==> src/rbf_pkg.sv <==
package rbf_pkg;

    // One channel of a pixel and the packed pixel word (blue in the low byte).
    localparam int CH_W   = 8;
    localparam int CH_N   = 3;
    localparam int PIX_W  = CH_N * CH_W;
    localparam int CH_MAX = 255;

    // Line width register.
    localparam int          LW_W           = 12;
    localparam logic [11:0] LINE_WIDTH_RST = 12'd640;

    typedef logic [PIX_W-1:0] pixel_t;

endpackage

==> src/rbf_window_sum.sv <==
module rbf_window_sum import rbf_pkg::*; #(
    parameter int KERNEL_SIZE = 5
) (
    input  logic                                         aclk,
    input  logic                                         aresetn,
    input  logic                                         shift_en,
    input  logic [KERNEL_SIZE*PIX_W-1:0]                 col_pix,
    output logic [$clog2(KERNEL_SIZE*KERNEL_SIZE*CH_MAX+1)-1:0] win_sum [CH_N]
);

    localparam int CS_W  = $clog2(KERNEL_SIZE * CH_MAX + 1);
    localparam int SUM_W = $clog2(KERNEL_SIZE * KERNEL_SIZE * CH_MAX + 1);

    // The window is kept as one column sum per channel for the newest
    // KERNEL_SIZE-1 columns. Each shift rebuilds the total from those sums and
    // the incoming column, so the total depends only on the columns in the window.
    logic [CS_W-1:0]  colsum_reg [CH_N][KERNEL_SIZE-1];
    logic [SUM_W-1:0] sum_reg    [CH_N];
    logic [CS_W-1:0]  new_cs     [CH_N];
    logic [SUM_W-1:0] prev_sum   [CH_N];
    logic [SUM_W-1:0] sum_next   [CH_N];

    always_comb begin
        for (int c = 0; c < CH_N; c++) begin
            new_cs[c]   = '0;
            prev_sum[c] = '0;
            for (int k = 0; k < KERNEL_SIZE; k++) begin
                new_cs[c] = new_cs[c] + CS_W'(col_pix[k*PIX_W + c*CH_W +: CH_W]);
            end
            for (int k = 0; k < KERNEL_SIZE - 1; k++) begin
                prev_sum[c] = prev_sum[c] + SUM_W'(colsum_reg[c][k]);
            end
            sum_next[c] = prev_sum[c] + SUM_W'(new_cs[c]);
        end
    end

    always_ff @(posedge aclk) begin
        if (!aresetn) begin
            for (int c = 0; c < CH_N; c++) begin
                sum_reg[c] <= '0;
                for (int k = 0; k < KERNEL_SIZE - 1; k++) begin
                    colsum_reg[c][k] <= '0;
                end
            end
        end else if (shift_en) begin
            for (int c = 0; c < CH_N; c++) begin
                for (int k = 0; k < KERNEL_SIZE - 2; k++) begin
                    colsum_reg[c][k] <= colsum_reg[c][k+1];
                end
                colsum_reg[c][KERNEL_SIZE-2] <= new_cs[c];
                sum_reg[c] <= sum_next[c];
            end
        end
    end

    always_comb begin
        for (int c = 0; c < CH_N; c++) begin
            win_sum[c] = sum_reg[c];
        end
    end

endmodule

==> config.mk <==
export PLATFORM = sky130hd
export DESIGN_NAME = rbf_window_sum
export DESIGN_NICKNAME = d
export VERILOG_FILES = /design/src/rbf_pkg.sv /design/src/rbf_window_sum.sv
export SDC_FILE = /design/constraint.sdc
export NUM_CORES = 1
export LEC_CHECK = 0
export BUFFER_PORTS_ARGS = -buffer_cell sky130_fd_sc_hd__buf_2
export CORE_AREA = 2 2 168 170
export CTS_BUF_LIST = sky130_fd_sc_hd__clkbuf_16
export DETAILED_ROUTE_END_ITERATION = 8
export DIE_AREA = 0 0 170 172
export PLACE_DENSITY = 0.73
export SYNTH_ARGS = -nofsm -noshare
export SYNTH_HDL_FRONTEND = slang
export SYNTH_SLANG_ARGS = --single-unit
==> constraint.sdc <==
create_clock -name aclk -period 7.3 [get_ports aclk]
set_input_delay 1.46 -clock aclk [delete_from_list [all_inputs] [get_ports aclk]]
set_output_delay 1.46 -clock aclk [all_outputs]
set_load 0.005 [all_outputs]
* After elaboration in Yosys (flattened, before gate mapping)
Memory sizes are Yosys's and may differ from the RTL's.
Cells that the tools add are included.
** Storage, ports and cells
- Bits in registers :: 0
- Memory bits (writable) :: 171
- Output and inout port bits :: 39
- Logic and storage cells :: 60
- Memories kept :: 2
** Operators by class
- Add/sub/neg operators :: 24
- Muxes and demuxes :: 19
- Bitwise operators :: 15
** Memories
- colsum_reg :: words 3, bits a word 44, rd ports 3, clocked after Yosys merged registers in 0, wr ports 3, RTL line rbf_window_sum.sv:17 : logic [CS_W-1:0] colsum_reg [CH_N][KERNEL_SIZE-1];
- sum_reg :: words 3, bits a word 13, rd ports 3, clocked after Yosys merged registers in 0, wr ports 3, RTL line rbf_window_sum.sv:18 : logic [SUM_W-1:0] sum_reg [CH_N];
** Operator list (number)
- 11-bit 2-to-1 mux :: 12
- 13-bit by 11-bit adder with 13-bit output :: 6
- 12-bit by 11-bit adder with 13-bit output :: 3
- 13-bit 2-to-1 mux :: 3
- 11-bit by 11-bit adder with 12-bit output :: 3
- 10-bit by 8-bit adder with 11-bit output :: 3
- 11-bit by 8-bit adder with 11-bit output :: 3
- 9-bit by 8-bit adder with 10-bit output :: 3
- 8-bit by 8-bit adder with 9-bit output :: 3
- 1-bit bitwise OR :: 15
- 1-bit 2-to-1 mux :: 4

* Logic depth before layout (Yosys ltp)
Gate-level depths: netlist of run 1.
- Depth after elaboration :: 6
- Mapped depth :: 24

* Worst setup path before layout of run 1
Ideal clock, no wire load.
- Path kind :: input-to-reg
- Start point :: in col_pix[17]
- End point :: mem sum_reg[0][38] in the netlist's numbering (data pin)
- Library setup time :: 260 ps
- Arrival :: 6895 ps
- Path slack :: 145 ps
- Cell stages on the path :: 22
- Path buffers :: 0
- Cell sequence :: inv_1 -> fa_1 -> fa_1 -> inv_1 -> fa_1 -> ha_1 -> fa_1 -> a21oi_1 -> nor2_1 -> a211oi_1 -> xnor2_1 -> fa_1 -> fa_1 -> inv_1 -> fa_1 -> inv_1 -> ha_1 -> a21oi_2 -> o2111ai_1 -> a41o_1 -> a21oi_1 -> mux2i_1
** RTL lines
- from (decl) :: RTL line rbf_window_sum.sv:7 : input logic [KERNEL_SIZE*PIX_W-1:0] col_pix,
- to (decl) :: RTL line rbf_window_sum.sv:18

==> results of run 1 <==
kinds of logic (layout without fill, tap and decap cells):
logic type                 count (synthesis)  after routing  synth area share
DFF                                      171            171            0.3801
xor gates and xnor gates                  23             23           0.01491
adders and majority gates                240            240            0.3140
and+or+nand+nor                          260            260            0.1030
AOI/OAI and AO/OA                        132            132           0.06688
muxes                                     10             10          0.007410
buffers and inverters                    408            623            0.1137
final cells by class:
cell class | count | share of cell area
repair buffers | 212 | 0.07665
clock inverters | 15 | 0.009341
clock buffers | 17 | 0.02715
flip-flops and latches | 171 | 0.3277
multi-input cells | 665 | 0.4408
inverters | 379 | 0.09078
well taps | 346 | 0.02762
worst max-delay path, delay by kind of cell:
family | cells | cell delay [ns]
and+or+nand+nor | 2 | 0.47
adders and majority gates | 9 | 3.86
xor gates and xnor gates | 1 | 0.16
muxes | 1 | 0.14
buffers and inverters | 7 | 0.52
AOI/OAI and AO/OA | 4 | 0.61
how the worst min path moves through the flow:
| stage | startpoint | endpoint | slack (ns) | depth (start not counted) |
|---|---|---|---|---|
| floorplan | colsum_reg[0][57]$_SDFFCE_PN0P_ | colsum_reg[0][68]$_SDFFCE_PN0P_ | 0.54 | 2 |
| global placement | colsum_reg[0][57]$_SDFFCE_PN0P_ | colsum_reg[0][68]$_SDFFCE_PN0P_ | 0.56 | 2 |
| detailed placement | colsum_reg[0][57]$_SDFFCE_PN0P_ | colsum_reg[0][68]$_SDFFCE_PN0P_ | 0.57 | 2 |
| CTS | colsum_reg[0][69]$_SDFFCE_PN0P_ | colsum_reg[0][80]$_SDFFCE_PN0P_ | 0.58 | 2 |
| global route | colsum_reg[0][69]$_SDFFCE_PN0P_ | colsum_reg[0][80]$_SDFFCE_PN0P_ | 0.59 | 2 |
| finish | colsum_reg[0][69]$_SDFFCE_PN0P_ | colsum_reg[0][80]$_SDFFCE_PN0P_ | 0.58 | 2 |
per-stage QoR:
step	utilization	hold WS, ns	setup TNS, ns	cells
finish	0.5704	0.5753	0	1805
global route	0.5704	0.5899	0	1805
CTS	0.5682	0.5832	0	1805
detailed placement	0.5471	0.5701	-3.150	1772
global placement	0.5471	0.5568	-1.717	1772
floorplan	-	0.5424	0	1244
cells in the mapped netlist, types with 9 or more instances:
cell	count	area, um^2
inv_1	379	1423
edfxtp_1	171	5135
fa_1	165	3303
and3_1	84	525.5
ha_1	75	938.4
nor2_1	68	255.2
nand2_1	28	105.1
o21ai_0	27	135.1
clkbuf_1	26	97.59
a21oi_1	24	120.1
nor3_1	16	80.08
a21o_1	15	112.6
and2_1	15	93.84
a211oi_1	13	97.59
o21a_1	13	97.59
nand2b_1	12	75.07
xor2_1	12	105.1
xnor2_1	11	96.34
mux2i_1	10	100.1
nand3_1	9	45.04
nor2b_1	9	56.30
what timing repair did:
| item | CTS | global route |
|---|---|---|
| setup endpoints to repair | 1 | 10 |
| hold endpoints to repair | 0 | 0 |
| gates resized for setup | 0 | 13 |
| pin swaps | 1 | 3 |
| buffers inserted | 1 | 0 |
routing by layer:
metal | track usage | wire length [um] | up-vias
met3 | 0.02976 | 898 | 40
li1 | - | - | 4329
met4 | 0.06057 | 536 | 0
met5 | 0 | 0 | -
met2 | 0.3382 | 13060 | 170
met1 | 0.2231 | 10740 | 4440
==> metrics.csv, run 1 <==
metric,value,unit
layout_commonest_cell,inv_1,
setup_viol,0,
gp_congestion,0.8488,
seq_area_frac_synth,0.3801,
dp_hpwl,19230,um
placed_cell_area,15030,um^2
ant_nets,0,
track_usage,0.1847,
drv_slew,0,
syn_to_final_growth,16.02,%
die_w,170,um
crit_type,in -> reg,
regArea,5135,um^2
clk_latency,0.43,ns
async_flop_share,0,
min_period_over_period,0.9676,
synthCells,1244,
path_cells,buf_2 > inv_1 > fa_1 > fa_1 > fa_1 > inv_1 > ha_1 > fa_2 > a21oi_2 > o21ai_0 > a31oi_1 > buf_4 > xnor2_1 > fa_1 > fa_1 > inv_1 > fa_1 > inv_1 > ha_1 > buf_4 > nand4_1 > nor3b_4 > a31oi_4 > mux2i_1,
status,completed,
hold_buffers,0,
rows,61,
ys_ff_latch,171,
antenna_cells,0,
initialDrtViolationCount,419,
grt_max_degree,96,
yosysUniqueCellTypes,51,
worstReg2RegStart,colsum_reg[0][45]$_SDFFCE_PN0P_,
crit_fanout,4,
cts_max_level,4,
drtPass1Iterations,4,
final_cell_mix,"inv_1, edfxtp_1, fa_1",
r2r_slack,3.37,ns
wl_per_cell,13.98,um
io_buffers,161,
largest_register_ffs,132,
r2r-end,sum_reg[0][22]$_SDFFCE_PN0P_,
final_area,15670,um^2
tritoncts,built,
cts_made_buffers,17,
syn_avg_cell_area,10.86,um^2
grt_pass1_wl,43260,um
die_y,172,um
max_cap_viol_count,0,
cts_buffer_depth,2,
nets,1809,
dieArea,29240,um^2
synth_nets,1607,
worst_pin_slew,1.061,ns
crit_top_cell,fa_1,
io_pins,162,
wl,25240,um
critPathCapture,sum_reg[0][12]$_SDFFCE_PN0P_,
clk_pin_slew,0.07,ns
slowest_stage,fa_1,
syn_area,13510,um^2
coreArea,27480,um^2
start_kind,input port,
num_vias,8979,
drcViolationCount,0,
multiInputGateArea,6908,um^2
critPathCaptureType,register,
root_buffer,clkbuf_16,
cts.sinks,171,
start_util,0.4916,
clock.fmax,141.6,MHz
relSlewSlack,0.2927,
rsz0062_at_grt,false,
layout-drive-gt1-share,0.1851,
grt_pass1_vias,9508,
antenna_found_initial,0,
worstPathArrival,7.24,ns
period_minus_slack,7.064,ns
final-hold-violation-count,0,
hp-class,reg -> reg,
cp-startpoint,col_pix[1],
required,7.47,ns
grt_overflow_total,0,
ys_warn_count,0,
place_ws,-0.4609,ns
ff2ff_path_depth,15,
fin_skew,0.01189,ns
slowest_delay,0.55,ns
synthFlopType,edfxtp_1,
viasPerCell,4.975,
synth_edf_count,171,
fin_ws,0.2362,ns
fillCellCount,2350,
Power of run 1 is left out: the tool's default activity adds up to more than one toggle a clock period on the data nets, which glitch-free logic cannot reach.
==> run 2: changes to the inputs <==
--- a/config.mk
+++ b/config.mk
@@ -6,11 +6,13 @@
 export NUM_CORES = 1
 export LEC_CHECK = 0
 export BUFFER_PORTS_ARGS = -buffer_cell sky130_fd_sc_hd__buf_2
-export CORE_AREA = 2 2 168 170
+export CELL_PAD_IN_SITES_DETAIL_PLACEMENT = 0
+export CELL_PAD_IN_SITES_GLOBAL_PLACEMENT = 1
+export CORE_AREA = 2 2 181 183
 export CTS_BUF_LIST = sky130_fd_sc_hd__clkbuf_16
 export DETAILED_ROUTE_END_ITERATION = 8
-export DIE_AREA = 0 0 170 172
-export PLACE_DENSITY = 0.73
+export DIE_AREA = 0 0 183 185
+export PLACE_DENSITY = 0.78
 export SYNTH_ARGS = -nofsm -noshare
 export SYNTH_HDL_FRONTEND = slang
 export SYNTH_SLANG_ARGS = --single-unit
==> run 2 against run 1 <==
Against the previous run: utilization decreased by 7.5 points; first-iteration DRC count decreased by 16%; fmax about the same; setup slack improved by 0.0066 ns; clock skew decreased by 0.0016 ns; cell count increased by 4.2%; highest routed layer unchanged; die area increased by 16%; flip-flop and latch count unchanged; critical endpoint unchanged; register-to-register slack got worse by 0.05 ns; critical path depth decreased by 1; hold slack improved by 0.0091 ns.
==> metrics.csv, run 2 (synthesized netlist as in run 1, its figures left out) <==
metric,value,unit,change
status,completed,,unchanged
root_buffer,clkbuf_16,,unchanged
grt_pass1_vias,9313,,was 9508
io_buffers,161,,unchanged
worstPathArrival,7.35,ns,was 7.24 ns
syn_to_final_growth,17.59,%,was 16.02%
dp.cells,1847,,was 1772
hp-class,reg -> reg,,unchanged
min_from,colsum_reg[0][57]$_SDFFCE_PN0P_,,was colsum_reg[0][69]$_SDFFCE_PN0P_
final-hold-violation-count,0,,unchanged
io_pins,162,,unchanged
die_w,183,um,was 170 um
layout_commonest_cell,inv_1,,unchanged
coreArea,32040,um^2,was 27480 um^2
drv_slew,0,,unchanged
largest_register_ffs,132,,unchanged
setup_viol,0,,unchanged
num_vias,8753,,was 8979
relSlewSlack,0.4438,,was 0.2927
cts_made_buffers,17,,unchanged
cp-startpoint,col_pix[1],,unchanged
cts_buffer_depth,2,,unchanged
drtPass1Iterations,4,,unchanged
required,7.59,ns,was 7.47 ns
viasPerCell,4.656,,was 4.975
crit_fanout,4,,unchanged
grt_max_degree,115,,was 96
period_minus_slack,7.057,ns,was 7.064 ns
antenna_cells,0,,unchanged
wl_per_cell,13.45,um,was 13.98 um
rsz0062_at_grt,true,,was false
crit_type,in -> reg,,unchanged
ant_nets,0,,unchanged
max_cap_viol_count,0,,unchanged
nets,1822,,was 1809
clk_pin_slew,0.07,ns,about the same
start_kind,input port,,unchanged
cts_max_level,4,,unchanged
final_cells,1880,,was 1805
fin_skew,0.01029,ns,was 0.01189 ns
start_util,0.4216,,was 0.4916
drcViolationCount,0,,unchanged
wl,25280,um,was 25240 um
critPathCaptureType,register,,unchanged
track_usage,0.1602,,was 0.1847
die_y,185,um,was 172 um
layout-drive-gt1-share,0.1984,,was 0.1851
grt_pass1_wl,43270,um,was 43260 um
gp_congestion,0.8172,,was 0.8488
final_cell_mix,"inv_1, edfxtp_1, fa_1",,unchanged
min_period_over_period,0.9667,,was 0.9676
antenna_found_initial,0,,unchanged
clk_latency,0.44,ns,was 0.43 ns
rows,66,,was 61
cts.sinks,171,,unchanged
worst_pin_slew,0.8343,ns,was 1.061 ns
initialDrtViolationCount,351,,was 419
grt_overflow_total,0,,unchanged
clock.fmax,141.7,MHz,was 141.6 MHz
dp_hpwl,18970,um,was 19230 um
dieArea,33860,um^2,was 29240 um^2
tritoncts,built,,unchanged
worstReg2RegStart,colsum_reg[0][45]$_SDFFCE_PN0P_,,unchanged
-- run 2: worst paths after layout --
check	cells past startpoint	to	slack [ns]
worst max-delay path	23	sum_reg[0][12]$_SDFFCE_PN0P_	0.24
worst min-delay path	2	colsum_reg[0][68]$_SDFFCE_PN0P_	0.58
worst max register to register	16	sum_reg[0][24]$_SDFFCE_PN0P_	3.32
worst min register to register	2	colsum_reg[0][68]$_SDFFCE_PN0P_	0.58
-- run 2: through the flow --
stage / TNS (ns) / hold WS, ns / setup WS, ns / instance area (um^2) / utilization
floorplan: 0 / 0.5424 / 0.1450 / 13510 / -
global placement: -2.540 / 0.5536 / -0.2869 / 15210 / 0.4746
detailed placement: -3.295 / 0.5761 / -0.3725 / 15210 / 0.4746
CTS: 0 / 0.5928 / 0.07667 / 15780 / 0.4925
global route: -0.02520 / 0.6132 / -0.02357 / 15880 / 0.4957
finish: 0 / 0.5844 / 0.2428 / 15880 / 0.4957
-- run 2: layout make-up --
type,count,area (um^2)
tap,408,510.5
inverter,379,1423
fill,2938,16160
timing repair buffer,225,1299
sequential,171,5135
multi-input combinational,665,6944
clock buffer,17,425.4
clock inverter,15,147.6
-- run 2: repair_timing --
item                                   4_1_cts  5_1_grt
buffers inserted                             0        1
setup endpoints to repair                    0       12
resized for setup                            0       20
hold buffers                                 0        0
endpoints found under the hold margin        0        0
-- run 2: routing by layer --
layer  global-route usage  routed length [um]  vias to the layer above
met5                    0                   0                        -
met4              0.05056                 437                        0
met3              0.02261                 667                       30
met2               0.2874               12910                      124
met1               0.2004               11260                     4246
li1                     -                   -                     4353
-- run 2: worst max-delay path, cell delays in order --
cell and delay, ns:
buf_2 0.08, inv_1 0.04, fa_1 0.54, fa_1 0.42, fa_1 0.49, inv_1 0.04, ha_1 0.21, fa_1 0.46
a21oi_1 0.22, o21ai_0 0.15, a31oi_2 0.24, xnor2_1 0.19, fa_1 0.47, fa_1 0.50, inv_1 0.05, fa_1 0.47
inv_1 0.04, ha_1 0.33, a211oi_2 0.25, o21ai_0 0.14, a21o_1 0.17, a31oi_1 0.18, mux2i_1 0.20
Power of run 2 is left out for the same reason.
==> run 3: changes to the inputs <==
--- a/config.mk
+++ b/config.mk
@@ -13,6 +13,7 @@
 export DETAILED_ROUTE_END_ITERATION = 8
 export DIE_AREA = 0 0 183 185
 export PLACE_DENSITY = 0.78
+export RECOVER_POWER = 50
 export SYNTH_ARGS = -nofsm -noshare
 export SYNTH_HDL_FRONTEND = slang
 export SYNTH_SLANG_ARGS = --single-unit
==> constraint.sdc (replaced) <==
create_clock -name aclk -period 7.3 [get_ports aclk]
set_input_delay 1.46 -clock aclk [delete_from_list [all_inputs] [get_ports aclk]]
set_output_delay 1.46 -clock aclk [all_outputs]
set_load 0.02 [all_outputs]
==> run 3 against run 2 <==
Against the previous run: the flow now finishes with violations (capacitance limit, slew limit); utilization fell by 0.20 points; first-iteration DRC count shrank 11%; flip-flop and latch count unchanged; wire length up 0.15%; via count is 0.13% lower; register-to-register slack about the same.
==> metrics.csv, run 3 (synthesized netlist as in run 1, its figures left out) <==
metric,value,unit,change
crit_family,adder cells,,unchanged
dp.cells,1847,,unchanged
clock.fmax,142.0,MHz,was 141.7 MHz
layout-drive-gt1-share,0.1692,,was 0.1984
initialDrtViolationCount,314,,was 351
largest_register_ffs,132,,unchanged
crit_top_cell,fa_1,,unchanged
fillCellCount,2948,,was 2938
clk_latency,0.44,ns,about the same
placed_cell_area,15210,um^2,unchanged
path_buf_inv,5,,unchanged
slowest_delay,0.54,ns,about the same
io_buffers,161,,unchanged
min_period_over_period,0.9650,,was 0.9667
tritoncts,built,,unchanged
rsz0062_at_grt,true,,unchanged
fin_ws,0.2558,ns,was 0.2428 ns
critPathCaptureType,register,,unchanged
final-hold-violation-count,0,,unchanged
coreArea,32040,um^2,unchanged
relSlewSlack,-0.8940,,was 0.4438
worstPathArrival,7.24,ns,was 7.35 ns
drtPass1Iterations,4,,unchanged
final_cell_mix,"inv_1, edfxtp_1, fa_1",,unchanged
io_pins,162,,unchanged
start_kind,input port,,unchanged
grt_pass1_vias,9313,,unchanged
crit_fanout,4,,unchanged
gp_congestion,0.8172,,unchanged
num_vias,8742,,was 8753
nets,1822,,unchanged
grt_pass1_wl,43270,um,unchanged
die_y,185,um,unchanged
grt_overflow_total,0,,unchanged
wl,25320,um,was 25280 um
start_util,0.4216,,unchanged
crit_type,in -> reg,,unchanged
dieArea,33860,um^2,unchanged
cts_buffer_depth,2,,unchanged
path_cells,buf_2 > inv_1 > fa_1 > fa_1 > fa_1 > inv_1 > ha_1 > fa_1 > a21oi_1 > o21ai_0 > a31oi_2 > xnor2_1 > fa_1 > fa_1 > inv_1 > fa_1 > inv_1 > ha_1 > a211oi_2 > o21ai_0 > a21o_1 > a31oi_1 > mux2i_1,,unchanged
cts.sinks,171,,unchanged
wl_per_cell,13.47,um,was 13.45 um
max_cap_viol_count,2,,was 0
final_cells,1880,,unchanged
fin_skew,0.01037,ns,was 0.01029 ns
dp_hpwl,18970,um,unchanged
syn_to_final_growth,17.12,%,was 17.59%
drv_slew,113,,was 0
cts_max_level,4,,unchanged
drcViolationCount,0,,unchanged
hp-class,reg -> reg,,unchanged
rows,66,,unchanged
hold_slack,0.5845,ns,was 0.5844 ns
root_buffer,clkbuf_16,,unchanged
antenna_cells,0,,unchanged
clk_pin_slew,0.07,ns,about the same
worst_pin_slew,2.841,ns,was 0.8343 ns
setup_viol,0,,unchanged
slowest_stage,fa_1,,unchanged
antenna_found_initial,0,,unchanged
cts_made_buffers,17,,unchanged
place_ws,-0.3725,ns,unchanged
ant_nets,0,,unchanged
track_usage,0.1602,,unchanged
layout_commonest_cell,inv_1,,unchanged
period_minus_slack,7.044,ns,was 7.057 ns
final_area,15820,um^2,was 15880 um^2
violations,"capacitance limit, slew limit",,
grt_max_degree,115,,unchanged
hold_buffers,0,,unchanged
die_w,183,um,unchanged
required,7.49,ns,was 7.59 ns
status,finished with violations,,was completed
viasPerCell,4.650,,was 4.656
## run 3: area by class of cell
class / count / area (um^2) / area share
flip-flops and latches: 171 / 5135 / 0.3246
clock buffers: 17 / 425.4 / 0.02689
inverters: 379 / 1423 / 0.08992
repair buffers: 225 / 1245 / 0.07869
multi-input cells: 665 / 6934 / 0.4383
well taps: 408 / 510.5 / 0.03227
clock inverters: 15 / 147.6 / 0.009332
## run 3: path summary, 6_finish.rpt
kind | to | slack [ns] | cells after the start | from
max | sum_reg[0][12]$_SDFFCE_PN0P_ | 0.26 | 23 | col_pix[1]
min | colsum_reg[0][68]$_SDFFCE_PN0P_ | 0.58 | 2 | colsum_reg[0][57]$_SDFFCE_PN0P_
max reg2reg | sum_reg[0][24]$_SDFFCE_PN0P_ | 3.31 | 16 | colsum_reg[0][45]$_SDFFCE_PN0P_
min reg2reg | colsum_reg[0][68]$_SDFFCE_PN0P_ | 0.58 | 2 | colsum_reg[0][57]$_SDFFCE_PN0P_
## run 3: repair_timing
action                                  in CTS  in global routing
buffers inserted                             0                  1
endpoints found under the setup margin       0                 12
gates resized for setup                      0                 20
hold endpoints to repair                     0                  0
## run 3: per-stage QoR
step,utilization,setup TNS (ns)
finish,0.4938,0
CTS,0.4925,0
global route,0.4938,-0.02520
global placement,0.4746,-2.540
detailed placement,0.4746,-3.295
floorplan,-,0
## run 3: tightest hold or removal path, cell delays in order, from the launching register on
cell      delay [ns]
edfxtp_1        0.33
inv_1           0.06
nor2_1          0.09
## run 3: layer usage
layer,GRT usage,up-vias,wire length (um)
met5,0,-,0
met1,0.2004,4228,11340
li1,-,4355,-
met3,0.02261,29,665
met2,0.2874,130,12880
met4,0.05056,0,435
Power of run 3 is left out for the same reason.
